$ cat src/rtl/fpa_pkg.sv
// Types and constants of the fixed-point ALU core.
// Depends on nothing; used by every module of the core.
package fpa_pkg;

    localparam int WORD_BITS = 16;

    typedef enum logic [1:0] {
        CMD_ADD,
        CMD_SUB,
        CMD_MUL,
        CMD_DIV
    } fpa_cmd_t;

    typedef struct packed {
        fpa_cmd_t                    command;
        logic signed [WORD_BITS-1:0] operand_a;
        logic signed [WORD_BITS-1:0] operand_b;
    } fpa_req_t;

    typedef struct packed {
        logic signed [WORD_BITS-1:0] result_word;
        logic                        divide_by_zero;
    } fpa_rsp_t;

    typedef struct packed {
        fpa_cmd_t              cmd;
        logic                  neg;
        logic                  dz;
        logic [WORD_BITS-1:0]  word;
    } fpa_ctrl_t;

endpackage

$ cat src/rtl/fpa_prep.sv
// Input stage: computes add, subtract and multiply results and prepares the divide operands.
// Depends on fpa_pkg.
module fpa_prep #(
    parameter int FRAC_BITS = 8,
    parameter int NB        = 24
) (
    input  logic                          clk,
    input  logic                          rst_n,
    input  logic                          valid,
    input  fpa_pkg::fpa_req_t             data,
    input  logic                          down_ready,
    output logic                          ready,
    output logic                          valid_q,
    output fpa_pkg::fpa_ctrl_t            ctrl_q,
    output logic [fpa_pkg::WORD_BITS-1:0] rem_q,
    output logic [NB-1:0]                 num_q,
    output logic [fpa_pkg::WORD_BITS-1:0] div_q
);

    localparam int W = fpa_pkg::WORD_BITS;

    logic                  valid_reg;
    fpa_pkg::fpa_ctrl_t    ctrl_reg, ctrl_next;
    logic [NB-1:0]         num_reg, num_next;
    logic [W-1:0]          div_reg, div_next;
    logic signed [2*W-1:0] opa_x, opb_x, product;
    logic [W-1:0]          raw_a, raw_b, mag_a;

    assign ready = !valid_reg || down_ready;
    assign opa_x = {{W{data.operand_a[W-1]}}, data.operand_a};
    assign opb_x = {{W{data.operand_b[W-1]}}, data.operand_b};
    assign product = opa_x * opb_x;
    assign raw_a = data.operand_a;
    assign raw_b = data.operand_b;

    always_comb
    begin
        mag_a = raw_a[W-1] ? (~raw_a + 1'b1) : raw_a;
        div_next = raw_b[W-1] ? (~raw_b + 1'b1) : raw_b;
        num_next = NB'(mag_a) << FRAC_BITS;
        ctrl_next.cmd = data.command;
        ctrl_next.neg = raw_a[W-1] ^ raw_b[W-1];
        ctrl_next.dz = (data.command == fpa_pkg::CMD_DIV) && (raw_b == '0);
        case (data.command)
            fpa_pkg::CMD_ADD: ctrl_next.word = raw_a + raw_b;
            fpa_pkg::CMD_SUB: ctrl_next.word = raw_a - raw_b;
            fpa_pkg::CMD_MUL: ctrl_next.word = product[FRAC_BITS +: W];
            default:          ctrl_next.word = '0;
        endcase
    end

    always_ff @(posedge clk or negedge rst_n)
    begin
        if (!rst_n)
        begin
            valid_reg <= 1'b0;
        end
        else if (ready)
        begin
            valid_reg <= valid;
        end
    end

    always_ff @(posedge clk)
    begin
        if (ready && valid)
        begin
            ctrl_reg <= ctrl_next;
            num_reg  <= num_next;
            div_reg  <= div_next;
        end
    end

    assign valid_q = valid_reg;
    assign ctrl_q  = ctrl_reg;
    assign rem_q   = '0;
    assign num_q   = num_reg;
    assign div_q   = div_reg;

endmodule

$ cat src/rtl/fpa_div_cell.sv
// One restoring-division cell: produces one quotient bit and hands the item to the next cell.
// Depends on fpa_pkg.
module fpa_div_cell #(
    parameter int NB = 24
) (
    input  logic                          clk,
    input  logic                          rst_n,
    input  logic                          valid,
    input  fpa_pkg::fpa_ctrl_t            ctrl,
    input  logic [fpa_pkg::WORD_BITS-1:0] rem,
    input  logic [NB-1:0]                 num,
    input  logic [fpa_pkg::WORD_BITS-1:0] div,
    input  logic                          down_ready,
    output logic                          ready,
    output logic                          valid_q,
    output fpa_pkg::fpa_ctrl_t            ctrl_q,
    output logic [fpa_pkg::WORD_BITS-1:0] rem_q,
    output logic [NB-1:0]                 num_q,
    output logic [fpa_pkg::WORD_BITS-1:0] div_q
);

    localparam int W = fpa_pkg::WORD_BITS;

    logic               valid_reg;
    fpa_pkg::fpa_ctrl_t ctrl_reg;
    logic [W-1:0]       rem_reg, rem_next;
    logic [NB-1:0]      num_reg, num_next;
    logic [W-1:0]       div_reg;
    logic [W:0]         trial, diff;
    logic               fits;

    assign ready = !valid_reg || down_ready;

    always_comb
    begin
        trial = {rem, num[NB-1]};
        diff = trial - {1'b0, div};
        fits = trial >= {1'b0, div};
        rem_next = fits ? diff[W-1:0] : trial[W-1:0];
        num_next = {num[NB-2:0], fits};
    end

    always_ff @(posedge clk or negedge rst_n)
    begin
        if (!rst_n)
        begin
            valid_reg <= 1'b0;
        end
        else if (ready)
        begin
            valid_reg <= valid;
        end
    end

    always_ff @(posedge clk)
    begin
        if (ready && valid)
        begin
            ctrl_reg <= ctrl;
            rem_reg  <= rem_next;
            num_reg  <= num_next;
            div_reg  <= div;
        end
    end

    assign valid_q = valid_reg;
    assign ctrl_q  = ctrl_reg;
    assign rem_q   = rem_reg;
    assign num_q   = num_reg;
    assign div_q   = div_reg;

endmodule

$ cat src/rtl/fpa_out.sv
// Output stage: applies the quotient sign, selects the result and holds it for the transfer.
// Depends on fpa_pkg.
module fpa_out (
    input  logic                          clk,
    input  logic                          rst_n,
    input  logic                          valid,
    input  fpa_pkg::fpa_ctrl_t            ctrl,
    input  logic [fpa_pkg::WORD_BITS-1:0] quot,
    input  logic                          stall,
    output logic                          ready,
    output logic                          rsp_valid,
    output fpa_pkg::fpa_rsp_t             rsp
);

    localparam int W = fpa_pkg::WORD_BITS;

    logic              valid_reg;
    fpa_pkg::fpa_rsp_t rsp_reg, rsp_next;
    logic [W-1:0]      signed_quot;

    assign ready = !valid_reg || !stall;

    always_comb
    begin
        signed_quot = ctrl.neg ? (~quot + 1'b1) : quot;
        rsp_next.divide_by_zero = ctrl.dz;
        if (ctrl.cmd == fpa_pkg::CMD_DIV)
        begin
            rsp_next.result_word = ctrl.dz ? '0 : signed_quot;
        end
        else
        begin
            rsp_next.result_word = ctrl.word;
        end
    end

    always_ff @(posedge clk or negedge rst_n)
    begin
        if (!rst_n)
        begin
            valid_reg <= 1'b0;
        end
        else if (ready)
        begin
            valid_reg <= valid;
        end
    end

    always_ff @(posedge clk)
    begin
        if (ready && valid)
        begin
            rsp_reg <= rsp_next;
        end
    end

    assign rsp_valid = valid_reg;
    assign rsp       = rsp_reg;

endmodule

$ cat src/rtl/fixed_point_alu_core.sv
// Each item is registered in the input stage, one cell per quotient bit and the output stage.
// Throughput: one item per cycle while the response side does not stall.
// A stalled response backs up the chain cell by cell, and empty cells keep accepting.
// Reset clears every valid bit at once; there is no other state to restore.
// Top level of the fixed-point ALU core; depends on fpa_pkg, fpa_prep, fpa_div_cell, fpa_out.
module fixed_point_alu_core #(
    parameter int FRAC_BITS = 8
) (
    input  logic              clk,
    input  logic              rst_n,
    input  logic              req_valid,
    output logic              req_stall,
    input  fpa_pkg::fpa_req_t req,
    output logic              rsp_valid,
    input  logic              rsp_stall,
    output fpa_pkg::fpa_rsp_t rsp
);

    localparam int W  = fpa_pkg::WORD_BITS;
    localparam int NB = W + FRAC_BITS;

    logic               st_valid [0:NB];
    fpa_pkg::fpa_ctrl_t st_ctrl  [0:NB];
    logic [W-1:0]       st_rem   [0:NB];
    logic [NB-1:0]      st_num   [0:NB];
    logic [W-1:0]       st_div   [0:NB];
    logic               st_ready [0:NB+1];

    fpa_prep #(
        .FRAC_BITS (FRAC_BITS),
        .NB        (NB)
    ) u_prep (
        .clk        (clk),
        .rst_n      (rst_n),
        .valid      (req_valid),
        .data       (req),
        .down_ready (st_ready[1]),
        .ready      (st_ready[0]),
        .valid_q    (st_valid[0]),
        .ctrl_q     (st_ctrl[0]),
        .rem_q      (st_rem[0]),
        .num_q      (st_num[0]),
        .div_q      (st_div[0])
    );

    for (genvar i = 0; i < NB; i++)
    begin : g_cell
        fpa_div_cell #(
            .NB (NB)
        ) u_cell (
            .clk        (clk),
            .rst_n      (rst_n),
            .valid      (st_valid[i]),
            .ctrl       (st_ctrl[i]),
            .rem        (st_rem[i]),
            .num        (st_num[i]),
            .div        (st_div[i]),
            .down_ready (st_ready[i+2]),
            .ready      (st_ready[i+1]),
            .valid_q    (st_valid[i+1]),
            .ctrl_q     (st_ctrl[i+1]),
            .rem_q      (st_rem[i+1]),
            .num_q      (st_num[i+1]),
            .div_q      (st_div[i+1])
        );
    end

    fpa_out u_out (
        .clk       (clk),
        .rst_n     (rst_n),
        .valid     (st_valid[NB]),
        .ctrl      (st_ctrl[NB]),
        .quot      (st_num[NB][W-1:0]),
        .stall     (rsp_stall),
        .ready     (st_ready[NB+1]),
        .rsp_valid (rsp_valid),
        .rsp       (rsp)
    );

    assign req_stall = !st_ready[0];

endmodule

$ cat config.mk
export PLATFORM = sky130hd
export DESIGN_NAME = fixed_point_alu_core
export DESIGN_NICKNAME = d
export VERILOG_FILES = /design/src/rtl/fpa_pkg.sv /design/src/rtl/fpa_prep.sv /design/src/rtl/fpa_div_cell.sv /design/src/rtl/fpa_out.sv /design/src/rtl/fixed_point_alu_core.sv
export SDC_FILE = /design/constraint.sdc
export NUM_CORES = 2
export LEC_CHECK = 0
export ABC_CLOCK_PERIOD_IN_PS = 9800
export BUFFER_PORTS_ARGS = -buffer_cell sky130_fd_sc_hd__buf_2
export CORE_ASPECT_RATIO = 1.5
export CORE_MARGIN = 8
export CORE_UTILIZATION = 50
export CTS_BUF_LIST = sky130_fd_sc_hd__clkbuf_8
export CTS_CLUSTER_SIZE = 24
export DETAILED_ROUTE_END_ITERATION = 6
export GPL_TIMING_DRIVEN = 0
export HOLD_SLACK_MARGIN = 0.1
export PLACE_DENSITY = 0.67
export SKIP_CTS_REPAIR_TIMING = 1
export SYNTH_ARGS = -nofsm -noshare
export SYNTH_HDL_FRONTEND = slang
export SYNTH_SLANG_ARGS = --single-unit
$ cat constraint.sdc
create_clock -name clk -period 9.8 [get_ports clk]
set_input_delay 0.49 -clock clk [delete_from_list [all_inputs] [get_ports clk]]
set_output_delay 0.49 -clock clk [all_outputs]
set_load 0.005 [all_outputs]
==> results.json <==
{
  "p_switching_mw": 10.08,
  "worstMarginPinSlew_ns": 1.140,
  "synth-seq-cells": 1567,
  "via_count": 45250,
  "clk_pin_slew_ns": 0.07,
  "ir_drop_v": 0.0006024,
  "worstSkewPairLatency_ns": 0.95,
  "crit_path_start_kind": "primary input",
  "yosys.area_share.simple_pct": 8.542,
  "synth.cell_area_sq_um": 78410,
  "worst_path_largest_cell_delay_ns": 0.66,
  "die_x_um": 339.3,
  "hp-start": "req[7]",
  "synth.distinct_cells": 84,
  "synthesis.nets": 6605,
  "cts_buffers": 217,
  "coreArea_sq_um": 156300,
  "rows": 178,
  "cts_buffer_depth": 3,
  "finalSetupViolCount": 0,
  "clockRootBuffer": "clkbuf_8",
  "rr_endpoint": "g_cell[2].u_cell.rem_q[13]$_DFFE_PP_",
  "nNetsFinal": 6906,
  "grt_max_degree": 68,
  "hp-class": "primary input to register",
  "maxCapViolations": 0,
  "cp.arrival_ns": 8.86,
  "switching_share_pct": 38.24,
  "ys.warnings.count": 0,
  "period_share_pct": 84.82,
  "synthFlopType": "edfxtp_1",
  "worstSetupStartpoint": "req[20]",
  "drive_above_1_share_pct": 11.00,
  "async_flop_share_pct": 1.659,
  "drc": 0,
  "fin_skew_ns": 0.06746,
  "internal_power_mw": 16.28,
  "drtPass1Iterations": 5,
  "postRouteAntennaNets": 0,
  "start_util_pct": 50.15,
  "synthCells": 5901,
  "gp_congestion": 0.9220,
  "combPwrFrac_pct": 44.1,
  "vias_per_cell": 5.352,
  "synth_top_family_by_area": "adder cells",
  "grt_pass1_vias": 47733,
  "hold_violations": 0,
  "ff2ff_path_depth": 12,
  "post-route-min-period_ns": 8.313,
  "end_kind": "register",
  "hpwl_um": 135900,
  "cp_slowest_cell": "xor2_1",
  "die_h_um": 501,
  "die-area_sq_um": 170000,
  "required_ns": 10.34,
  "io_buffers": 48,
  "finalHoldWorstSlack_ns": 0.1717,
  "p_clk_share_pct": 18.9,
  "drtIter0Drc": 2220,
  "rsz0062_at_grt": "false",
  "cts.sinks": 1567,
  "cellLeakagePower_nw": 34.33,
  "largest_reg_flops": 480,
  "synthMuxAreaShare_pct": 4.021,
  "max_freq_mhz": 120.3,
  "slew_viol_final": 0,
  "overflow": 0,
  "antenna_found_initial": 3,
  "r2r_start": "g_cell[1].u_cell.div_q[1]$_DFFE_PP_",
  "seq_power_share_pct": 37.0,
  "synth_edf_count": 1541,
  "area_delta_synth_final_pct": 10.07,
  "routed_wl_um": 172200,
  "htree_levels": 4,
  "crit_type": "primary input to register",
  "yosysSeqAreaShare_pct": 59.85,
  "pin_count": 57,
  "path_common_cell": "fa_1",
  "postSynthAreaPerCell_sq_um": 13.29,
  "synth-compound-area-share_pct": 7.028,
  "post_dp_cell_area_sq_um": 81800,
  "worstPathCellList": "dlygate4sd3_1 -> buf_2 -> clkbuf_1 -> clkbuf_1 -> nand2_1 -> fa_1 -> inv_1 -> fa_1 -> ha_1 -> fa_1 -> inv_1 -> fa_1 -> fa_1 -> inv_1 -> ha_1 -> and2_1 -> a221o_1 -> a31oi_1 -> a21oi_2 -> a31o_2 -> a31o_2 -> a41oi_1 -> xor2_1 -> o22ai_1",
  "design_area_sq_um": 86310,
  "fin_tns_setup_ns": 0,
  "power_density_nw_per_um2": 305.4,
  "r2r_setup_slack_ns": 5.78,
  "crit_end": "u_prep.ctrl_q[14]$_DFFE_PP_",
  "wl_per_cell_um": 20.37,
  "fillers": 12856,
  "status": "finished clean",
  "slew_headroom_pct": 23.32,
  "synth-xor-area-share_pct": 3.731,
  "synthAdderAreaFrac_pct": 12.63,
  "cts_tree": "built",
  "cp_max_fo": 10,
  "grt_pass1_wl_um": 263400,
  "grt_util_all_layers_pct": 20.16
}
[critical path: cells and delay by family]
kind	cells	cell delay (ns)
and+or+nand+nor	2	0.33
buffers and inverters	7	2.11
xor gates and xnor gates	1	0.66
AOI/OAI and AO/OA	7	2.12
adders and majority gates	7	3.12
[cell type report]
type / count / area (sq um) / area share, %
Inverter: 736 / 2763 / 3.201
Multi-Input combinational cell: 3480 / 28300 / 32.80
Timing Repair Buffer: 82 / 815.8 / 0.9452
Clock inverter: 170 / 1249 / 1.447
Tap cell: 2070 / 2590 / 3.001
Antenna cell: 6 / 15.01 / 0.01740
Sequential cell: 1567 / 46930 / 54.37
Clock buffer: 226 / 3110 / 3.604
Buffer: 118 / 533.0 / 0.6176
[worst min path at each step]
stage	slack, ns	cells past startpoint	end
final	0.17	3	u_prep.div_q[8]$_DFFE_PP_
after global routing	0.11	3	u_prep.div_q[8]$_DFFE_PP_
after CTS	-0.52	1	g_cell[20].u_cell.valid_q$_DFFE_PN0P_
after detailed placement	0.40	0	g_cell[0].u_cell.ctrl_q[1]$_DFFE_PP_
after global placement	0.40	0	g_cell[18].u_cell.num_q[7]$_DFFE_PP_
after floorplan	0.19	0	g_cell[0].u_cell.valid_q$_DFFE_PN0P_
[layout by cell type, fill, tap and decap left out, types with 107 or more instances in the layout]
| master | n |
|---|---|
| o21ai_0 | 169 |
| mux2_2 | 229 |
| clkbuf_8 | 226 |
| xnor2_1 | 242 |
| fa_1 | 209 |
| and2_1 | 115 |
| nand2_1 | 313 |
| inv_1 | 797 |
| edfxtp_1 | 1541 |
| nor3_1 | 107 |
| nor2_1 | 369 |
| ha_1 | 457 |
| a21oi_1 | 193 |
[power by group through the flow]
stage	sequential [mW]	clock (mW)	combinational (mW)
floorplan	9.60	0	7.94
global placement	9.91	0	11.4
detailed placement	9.89	0	11.6
CTS	9.76	5.16	11.7
global route	9.85	5.41	12.6
finish	9.75	4.98	11.6
[routing by layer]
metal,track usage (%),routed length (um)
met3,2.774,4796
met5,0,0
met4,15.14,14620
met1,16.78,52910
met2,41.50,99910
[cells by family after synthesis]
| kind of cell | count (synthesis) |
|---|---|
| AOI/OAI and AO/OA | 831 |
| xor gates and xnor gates | 334 |
| adders and majority gates | 666 |
| buffers and inverters | 854 |
| DFF | 1567 |
| muxes | 286 |
| and+or+nand+nor | 1363 |
[cells in the mapped netlist (all sizes together), types with 59 or more instances]
cell type  number  share of area (%)
xnor2         242                2.7
nand3          69               0.45
inv           735                3.5
nand2b         68               0.54
o21ai         184                1.2
a21o           59               0.56
edfxtp       1541                 59
o21a           65               0.62
nand2         313                1.5
xor2           92                1.0
and2          130                1.0
nor3          114               0.77
nor2b          87               0.69
nor2          375                1.8
a21oi         196                1.3
nand4          87               0.69
clkbuf         85               0.41
ha            457                7.3
mux2          232                3.3
fa            209                5.3
[through the flow]
stage / std cells / setup WS (ns) / total power [mW] / util [%]
floorplan: 5901 / 2.853 / 17.54 / -
global placement: 8019 / 0.7774 / 21.33 / 51.96
detailed placement: 8040 / 1.372 / 21.52 / 52.32
CTS: 8436 / 2.405 / 26.62 / 55.11
global route: 8450 / 1.352 / 27.90 / 55.19
finish: 8455 / 1.487 / 26.36 / 55.20
(Power assumes the default switching activity.)
